===== config.mk =====
export PLATFORM = sky130hd
export DESIGN_NAME = modlinear_sparse_grid_accumulate_flat
export DESIGN_NICKNAME = d
export VERILOG_FILES = /design/src/mlsga_pkg.sv /design/src/mlsga_if.sv /design/src/modlinear_sparse_grid_accumulate.sv /design/src/flat_wrapper.sv
export SDC_FILE = /design/constraint.sdc
export NUM_CORES = 2
export LEC_CHECK = 0
export ABC_AREA = 0
export BUFFER_PORTS_ARGS = -buffer_cell sky130_fd_sc_hd__buf_2
export CORE_UTILIZATION = 41
export CTS_BUF_LIST = sky130_fd_sc_hd__clkbuf_4 sky130_fd_sc_hd__clkbuf_8 sky130_fd_sc_hd__clkbuf_16
export DETAILED_ROUTE_END_ITERATION = 12
export PLACE_DENSITY = 0.6
export SLEW_MARGIN = 20
export SYNTH_ARGS = -nofsm -noshare
export SYNTH_HDL_FRONTEND = slang
export SYNTH_SLANG_ARGS = --single-unit
export TNS_END_PERCENT = 10

===== constraint.sdc =====
create_clock -name clk -period 9.5 [get_ports clk]
set_input_delay 0.95 -clock clk [delete_from_list [all_inputs] [get_ports clk]]
set_output_delay 0.95 -clock clk [all_outputs]
set_load 0.01 [all_outputs]

===== src/mlsga_pkg.sv =====
// Package: shared widths and constants for the sparse grid accumulator
`default_nettype none
package mlsga_pkg;

    localparam int MAX_LEVEL_EXP   = 15;
    localparam int COORD_FRAC_BITS = 16;

    localparam int WEIGHT_W = 32;
    localparam int LEVEL_W  = 4;
    localparam int INDEX_W  = 15;
    localparam int COORD_W  = COORD_FRAC_BITS + 1;
    localparam int SUM_W    = 48;

    localparam int BASIS_W  = COORD_FRAC_BITS + 2;
    localparam int PROD_W   = 40;
    localparam int HALF_W   = PROD_W / 2;
    localparam int FULL_W   = PROD_W + BASIS_W;
    localparam int T_W      = COORD_W + MAX_LEVEL_EXP + 1;

    typedef logic signed [WEIGHT_W-1:0] weight_t;
    typedef logic [LEVEL_W-1:0]         level_t;
    typedef logic [INDEX_W-1:0]         index_t;
    typedef logic [COORD_W-1:0]         coord_t;
    typedef logic signed [SUM_W-1:0]    sum_t;

endpackage
`default_nettype wire


===== src/mlsga_if.sv =====
// Interfaces: input item channel and result channel
`default_nettype none
interface mlsga_item_if;
    logic                valid;
    logic                ready;
    mlsga_pkg::weight_t  weight;
    mlsga_pkg::level_t   level_exp;
    mlsga_pkg::index_t   point_index;
    mlsga_pkg::coord_t   coord;
    logic                last_dim;
    logic                last_point;

    modport source (output valid, weight, level_exp, point_index, coord, last_dim, last_point,
                    input ready);
    modport sink   (input valid, weight, level_exp, point_index, coord, last_dim, last_point,
                    output ready);
endinterface

interface mlsga_result_if;
    logic             valid;
    logic             ready;
    mlsga_pkg::sum_t  sum;

    modport source (output valid, sum, input ready);
    modport sink   (input valid, sum, output ready);
endinterface
`default_nettype wire


===== src/modlinear_sparse_grid_accumulate.sv =====
// Top level: modified linear sparse grid transposed evaluation for one grid point
//
// Channel item (sink): one word per dimension of one data point, with weight,
// level_exp, point_index, coord, last_dim and last_point. A word is taken when
// valid and ready are both high. Channel result (source): one sum word per grid
// point, sent after the word that has last_dim and last_point both set.
// Each word passes through accept, basis, low partial product, high partial
// product and saturate, and with last_dim set also accumulate. One 20x18 multiplier
// is shared by the two partial products; ready is high only in the idle state.
// A sum word is written from the accumulate step into an output
// register; the next input word is taken while it waits. If the receiver still
// holds off when the following sum is due, the block waits in its accumulate
// step. Reset empties the output register, clears the product and the sum and
// marks the next word as the first dimension of a point.
`default_nettype none
module modlinear_sparse_grid_accumulate (
    input  wire logic      clk,
    input  wire logic      rst_n,
    mlsga_item_if.sink     item,
    mlsga_result_if.source result
);

    typedef enum logic [5:0] {
        S_IDLE   = 6'b000001,
        S_BASIS  = 6'b000010,
        S_MUL_LO = 6'b000100,
        S_MUL_HI = 6'b001000,
        S_FINISH = 6'b010000,
        S_ACC    = 6'b100000
    } state_t;

    localparam int F = mlsga_pkg::COORD_FRAC_BITS;
    localparam int PW = mlsga_pkg::PROD_W;
    localparam int HW = mlsga_pkg::HALF_W;
    localparam int BW = mlsga_pkg::BASIS_W;
    localparam int FW = mlsga_pkg::FULL_W;
    localparam int TW = mlsga_pkg::T_W;
    localparam int SW = mlsga_pkg::SUM_W;
    localparam int IW = mlsga_pkg::INDEX_W;

    state_t state_reg, state_next;

    mlsga_pkg::weight_t weight_reg;
    mlsga_pkg::level_t  level_reg;
    mlsga_pkg::index_t  index_reg;
    mlsga_pkg::coord_t  coord_reg;
    logic               last_dim_reg;
    logic               last_point_reg;

    logic               first_reg, first_next;
    logic signed [PW-1:0] rp_reg, rp_next;
    mlsga_pkg::sum_t    acc_reg, acc_next;
    logic [BW-1:0]      basis_reg, basis_next;
    logic [PW-1:0]      mag_reg, mag_next;
    logic               neg_reg, neg_next;
    logic [FW-1:0]      prod_reg, prod_next;
    logic               out_valid_reg, out_valid_next;
    mlsga_pkg::sum_t    out_sum_reg, out_sum_next;

    logic [TW-1:0]      t, ip, one, r2, r3, d, v;
    logic [IW:0]        top_w;
    logic [IW-1:0]      top;
    logic signed [PW-1:0] rp_src;
    logic [HW-1:0]      mul_a;
    logic [HW+BW-1:0]   mul_p;
    logic [FW-F-1:0]    r;
    logic signed [SW:0] s_wide;
    mlsga_pkg::sum_t    s_sat;
    logic               take;
    logic               emit_blocked;

    always_comb
    begin
        one   = TW'(1) << F;
        t     = TW'(coord_reg) << level_reg;
        ip    = TW'(index_reg) << F;
        top_w = (IW + 1)'(1) << level_reg;
        top   = IW'(top_w - (IW + 1)'(1));
        r2    = ((one << 1) > t) ? (one << 1) - t : '0;
        r3    = ((t + one) > ip) ? t + one - ip : '0;
        d     = (t > ip) ? t - ip : ip - t;
        if (level_reg == mlsga_pkg::level_t'(1))
        begin
            v = one;
        end
        else if (index_reg == IW'(1))
        begin
            v = r2;
        end
        else if (index_reg == top)
        begin
            v = r3;
        end
        else
        begin
            v = (d < one) ? one - d : '0;
        end
        basis_next = (v > TW'({BW{1'b1}})) ? {BW{1'b1}} : BW'(v);
    end

    assign rp_src = first_reg ? PW'(weight_reg) : rp_reg;
    assign mul_a  = (state_reg == S_MUL_HI) ? mag_reg[PW-1:HW] : mag_reg[HW-1:0];
    assign mul_p  = (HW + BW)'(mul_a) * (HW + BW)'(basis_reg);
    assign r      = prod_reg[FW-1:F];
    assign s_wide = (SW + 1)'(rp_reg) + (SW + 1)'(acc_reg);

    always_comb
    begin
        if (s_wide[SW] != s_wide[SW-1])
        begin
            s_sat = s_wide[SW] ? {1'b1, {(SW-1){1'b0}}} : {1'b0, {(SW-1){1'b1}}};
        end
        else
        begin
            s_sat = s_wide[SW-1:0];
        end
    end

    assign take         = item.valid && item.ready;
    assign emit_blocked = last_point_reg && out_valid_reg && !result.ready;

    always_comb
    begin
        state_next     = state_reg;
        first_next     = first_reg;
        rp_next        = rp_reg;
        acc_next       = acc_reg;
        mag_next       = mag_reg;
        neg_next       = neg_reg;
        prod_next      = prod_reg;
        out_sum_next   = out_sum_reg;
        out_valid_next = out_valid_reg && !result.ready;
        case (state_reg)
            S_IDLE:
            begin
                if (take)
                begin
                    state_next = S_BASIS;
                end
            end
            S_BASIS:
            begin
                neg_next   = rp_src[PW-1];
                mag_next   = rp_src[PW-1] ? PW'(0) - PW'(rp_src) : PW'(rp_src);
                state_next = S_MUL_LO;
            end
            S_MUL_LO:
            begin
                prod_next  = FW'(mul_p);
                state_next = S_MUL_HI;
            end
            S_MUL_HI:
            begin
                prod_next  = prod_reg + (FW'(mul_p) << HW);
                state_next = S_FINISH;
            end
            S_FINISH:
            begin
                if (r[FW-F-1:PW-1] != '0)
                begin
                    rp_next = neg_reg ? {1'b1, {(PW-1){1'b0}}} : {1'b0, {(PW-1){1'b1}}};
                end
                else
                begin
                    rp_next = neg_reg ? PW'(0) - PW'({1'b0, r[PW-2:0]})
                                      : PW'({1'b0, r[PW-2:0]});
                end
                first_next = last_dim_reg;
                state_next = last_dim_reg ? S_ACC : S_IDLE;
            end
            S_ACC:
            begin
                if (!last_point_reg)
                begin
                    acc_next   = s_sat;
                    state_next = S_IDLE;
                end
                else if (!emit_blocked)
                begin
                    out_sum_next   = s_sat;
                    out_valid_next = 1'b1;
                    acc_next       = '0;
                    state_next     = S_IDLE;
                end
            end
            default:
            begin
                state_next = S_IDLE;
            end
        endcase
    end

    always_ff @(posedge clk or negedge rst_n)
    begin
        if (!rst_n)
        begin
            state_reg     <= S_IDLE;
            first_reg     <= 1'b1;
            rp_reg        <= '0;
            acc_reg       <= '0;
            out_valid_reg <= 1'b0;
        end
        else
        begin
            state_reg     <= state_next;
            first_reg     <= first_next;
            rp_reg        <= rp_next;
            acc_reg       <= acc_next;
            out_valid_reg <= out_valid_next;
        end
    end

    always_ff @(posedge clk)
    begin
        if (take)
        begin
            weight_reg     <= item.weight;
            level_reg      <= item.level_exp;
            index_reg      <= item.point_index;
            coord_reg      <= item.coord;
            last_dim_reg   <= item.last_dim;
            last_point_reg <= item.last_point;
        end
        if (state_reg == S_BASIS)
        begin
            basis_reg <= basis_next;
        end
        mag_reg     <= mag_next;
        neg_reg     <= neg_next;
        prod_reg    <= prod_next;
        out_sum_reg <= out_sum_next;
    end

    assign item.ready   = (state_reg == S_IDLE);
    assign result.valid = out_valid_reg;
    assign result.sum   = out_sum_reg;

    a_take_starts: assert property (@(posedge clk) disable iff (!rst_n)
        take |=> (state_reg == S_BASIS) && !item.ready)
        else $error("accepted word did not start the sequence");

    a_emit_clears: assert property (@(posedge clk) disable iff (!rst_n)
        (state_reg == S_ACC) && last_point_reg && !emit_blocked
        |=> (acc_reg == '0) && out_valid_reg)
        else $error("emitted sum did not clear the accumulator");

    a_mid_point: assert property (@(posedge clk) disable iff (!rst_n)
        (state_reg == S_FINISH) && !last_dim_reg |=> !first_reg && (state_reg == S_IDLE))
        else $error("inner dimension restarted the point");

endmodule
`default_nettype wire

===== src/flat_wrapper.sv =====
// flat-port wrapper written by rule: the top's interface ports become plain ports
module modlinear_sparse_grid_accumulate_flat 
  (clk, rst_n, item_valid, item_weight, item_level_exp, item_point_index, item_coord, item_last_dim, item_last_point, item_ready, result_valid, result_sum, result_ready);
  mlsga_item_if item_i ();
  mlsga_result_if result_i ();
  input  wire logic clk;
  input  wire logic rst_n;
  input wire logic [$bits(item_i.valid)-1:0] item_valid;
  input wire logic [$bits(item_i.weight)-1:0] item_weight;
  input wire logic [$bits(item_i.level_exp)-1:0] item_level_exp;
  input wire logic [$bits(item_i.point_index)-1:0] item_point_index;
  input wire logic [$bits(item_i.coord)-1:0] item_coord;
  input wire logic [$bits(item_i.last_dim)-1:0] item_last_dim;
  input wire logic [$bits(item_i.last_point)-1:0] item_last_point;
  output wire logic [$bits(item_i.ready)-1:0] item_ready;
  output wire logic [$bits(result_i.valid)-1:0] result_valid;
  output wire logic [$bits(result_i.sum)-1:0] result_sum;
  input wire logic [$bits(result_i.ready)-1:0] result_ready;
  assign item_i.valid = item_valid;
  assign item_i.weight = item_weight;
  assign item_i.level_exp = item_level_exp;
  assign item_i.point_index = item_point_index;
  assign item_i.coord = item_coord;
  assign item_i.last_dim = item_last_dim;
  assign item_i.last_point = item_last_point;
  assign item_ready = item_i.ready;
  assign result_valid = result_i.valid;
  assign result_sum = result_i.sum;
  assign result_i.ready = result_ready;
  modlinear_sparse_grid_accumulate u_core (.clk(clk), .rst_n(rst_n), .item(item_i), .result(result_i));
endmodule

==> impl_metrics.env <==
export IMPL_syn_to_final_growth_pct=11.7
export IMPL_drtAntennaViolNets=0
export IMPL_avgSynthCellArea_um2=8.73
export IMPL_drcViolationCount=0
export IMPL_fp_dieH_um=297
export IMPL_critical_path_class="reg -> reg"
export IMPL_yosysWarnings=0
export IMPL_synth_net_count=4709
export IMPL_top_usage_layer="met2"
export IMPL_hp_class="in -> async"
export IMPL_synth_edf_count=219
export IMPL_grt_use_met3_pct=3.45
export IMPL_r2r_slack_ns=0.32
export IMPL_synth_cell_types=103
export IMPL_grt_pass1_wl_um=167000
export IMPL_grt_overflow_total=0
export IMPL_cpPeakStageDelay_ns=0.57
export IMPL_worst_clock_skew_ns=0.0324
export IMPL_finalCritPeriodShare_pct=96.6
export IMPL_n_fill_cell=8260
export IMPL_post_route_util_pct=46.5
export IMPL_synthTopCellsByArea="edfxtp_1 18%, fa_1 16%, ha_1 8.7%, dfrtp_1 6.6%, nand2_1 5.9%"
export IMPL_ios=124
export IMPL_required_ns=9.82
export IMPL_drv_slew=0
export IMPL_tightest_slew_ns=1.08
export IMPL_ys_seq_area_share_pct=25.1
export IMPL_cts_buffer_depth=3
export IMPL_worst_slack_ns=0.324
export IMPL_dp_slack_ns=-0.0213
export IMPL_path_clk_slew_ns=0.06
export IMPL_ff2ff_path_depth=41
export IMPL_grt_pass1_vias=29305
export IMPL_num_rows=107
export IMPL_cap_violations=0
export IMPL_end_kind="flip-flop"
export IMPL_antenna_found_initial=2
export IMPL_crit_arrival_ns=9.49
export IMPL_yosysTopAreaCellShare_pct=18.4
export IMPL_cts_num_sinks=315
export IMPL_crit_path_max_fanout=17
export IMPL_cts_tree="done"
export IMPL_layout_drive_gt1_share_pct=11.2
export IMPL_core_mm2=0.0858
export IMPL_slew_headroom_pct=28.2
export IMPL_met1_usage_pct=32.9
export IMPL_cp_buffers_inverters=9
export IMPL_vias=30027
export IMPL_routed_wl_um=106000
export IMPL_gp_congestion=0.950
export IMPL_diodes=0
export IMPL_cp_start_kind="flip-flop"
export IMPL_dp_hpwl_um=83900
export IMPL_async_reset_ff_share_pct=30.5
export IMPL_grt_use_met2_pct=37.8
export IMPL_routed_via_density=5.53
export IMPL_finalSetupViolations=0
export IMPL_synth_area_mm2=0.0357
export IMPL_r2r_start="u_core.state_reg[0]"
export IMPL_regArea_mm2=0.00898
export IMPL_max_clock_freq_mhz=109
export IMPL_startpoint="u_core.state_reg[0]"
export IMPL_cts_buffers=36
export IMPL_multi_input_area_mm2=0.0245
export IMPL_ys_ff_latch=315
export IMPL_status="complete, no violations"
export IMPL_drt_first_pass_iters=5
export IMPL_fin_crit_ns=9.18
export IMPL_fin_nets=4874
export IMPL_synth_cells=4095
export IMPL_cpLargestDelayFamily="adder cells"
export IMPL_wire_per_inst_um=19.5
export IMPL_cp_slowest_cell="fa_1"
export IMPL_hold_viol_final=0
export IMPL_synthFlopType="edfxtp_1"
export IMPL_postCtsHoldBufs=0
export IMPL_dieArea_mm2=0.0884
export IMPL_synth_area_leader_cell="edfxtp_1"
export IMPL_die_w_um=297
export IMPL_r2r_end="u_core.prod_reg[57]"
export IMPL_crit_top_cell="fa_1"
export IMPL_drt_iter0_markers=2349
export IMPL_grtUsageTotal_pct=23.7
export IMPL_ctsRootBufferMaster="clkbuf_16"
export IMPL_clk_latency_ns=0.57
export IMPL_port_buffers=123
export IMPL_initial_core_util_pct=41.6
export IMPL_grt_max_degree=79
export IMPL_htreeDepth=2
export IMPL_grt_setup_unrepaired="yes"
==> cell type report <==
cell class / count / share of cell area [%]
Multi-Input combinational cell: 3140 / 61.4
Sequential cell: 315 / 22.5
Timing Repair Buffer: 310 / 5.33
Clock inverter: 19 / 0.373
Inverter: 457 / 4.31
Clock buffer: 46 / 2.48
Tap cell: 1144 / 3.59
==> worst register-to-register path, delay by kind of cell (launching register included) <==
kind / cells / cell delay [ns]
XOR/XNOR: 3 / 0.47
AO/OA/AOI/OAI: 8 / 1.35
adder cells (fa/ha/maj): 8 / 3.60
AND/OR/NAND/NOR: 13 / 1.77
buffers and inverters: 9 / 1.15
flip-flops: 1 / 0.53
==> cell usage in the layout, fill, tap and decap left out, drive strengths merged, types with 24 or more instances in the layout <==
| cell type | n |
|---|---|
| o21a | 25 |
| nand2 | 563 |
| xnor2 | 140 |
| edfxtp | 219 |
| nor2 | 279 |
| clkbuf | 47 |
| xor2 | 78 |
| ha | 248 |
| o21bai | 25 |
| o31ai | 26 |
| a21oi | 209 |
| and2 | 164 |
| inv | 458 |
| or3 | 42 |
| nor2b | 39 |
| a21o | 72 |
| buf | 309 |
| a31oi | 35 |
| a211oi | 28 |
| and3 | 34 |
| nand3 | 50 |
| o22ai | 30 |
| o21ai | 263 |
| nor3 | 83 |
| fa | 292 |
| mux2 | 24 |
| nand2b | 43 |
| mux2i | 50 |
| dfrtp | 94 |
==> through the flow <==
step           setup TNS [ns]  hold slack, ns  cell area [um2]  instances
4_1_cts                     0           0.315            39600       5420
3_5_place_dp          -0.0213           0.477            38500       5355
6_report                    0           0.326            39900       5431
3_3_place_gp                0           0.470            38500       5355
5_1_grt                -0.113           0.327            39900       5431
2_1_floorplan               0           0.442            35700       4095
==> cell usage after synthesis, drive strengths merged (10+ instances only) <==
cell type	instances
nand2b	43
or3	42
nor2b	39
o21a	25
o22ai	30
dfrtp	94
o21bai	25
clkbuf	151
o221ai	10
a211oi	28
o21ai	263
xor2	78
nor4	23
o211ai	14
a31oi	35
mux4	14
buf	32
mux2	24
inv	456
maj3	14
fa	292
xnor2	140
o31ai	26
a211o	11
and3	34
edfxtp	219
or2	20
nand2	563
mux2i	50
a21o	72
nand4	23
nand3	50
a21oi	209
a21boi	11
ha	248
nor3	83
nor2	279
and2	164
==> routing by layer <==
| metal | up-vias | share of wire, % |
|---|---|---|
| met4 | 2 | 3.1 |
| li1 | 14304 | - |
| met2 | 941 | 46 |
| met1 | 14602 | 45 |
| met3 | 178 | 6.1 |
| met5 | - | 0.017 |
==> kinds of logic after synthesis <==
group / after synthesis / share of synthesized area [%]
flip-flops: 315 / 25.1
AND/OR/NAND/NOR: 1403 / 18.5
multiplexers: 88 / 3.09
XOR/XNOR: 218 / 5.34
buffers and inverters: 640 / 6.91
adder cells (fa/ha/maj): 554 / 25.4
AO/OA/AOI/OAI: 877 / 15.6
==> repair_timing <==
action                     in CTS  in global routing
setup endpoints to repair       3                  5
buffers inserted                0                  9
pin swaps                       1                 24
gates cloned                    0                  2
resized for setup               3                 50
==> worst max-delay path by stage <==
stage / to / depth (start not counted)
6_report: u_core.prod_reg[57] / 41
5_1_grt: u_core.prod_reg[57] / 43
4_1_cts: u_core.prod_reg[57] / 41
3_5_place_dp: u_core.prod_reg[57] / 39
3_3_place_gp: u_core.prod_reg[57] / 39
2_1_floorplan: u_core.prod_reg[57] / 42
Power is left out: the tool's default activity adds up to more than one toggle a clock period on the data nets, which glitch-free logic cannot reach.
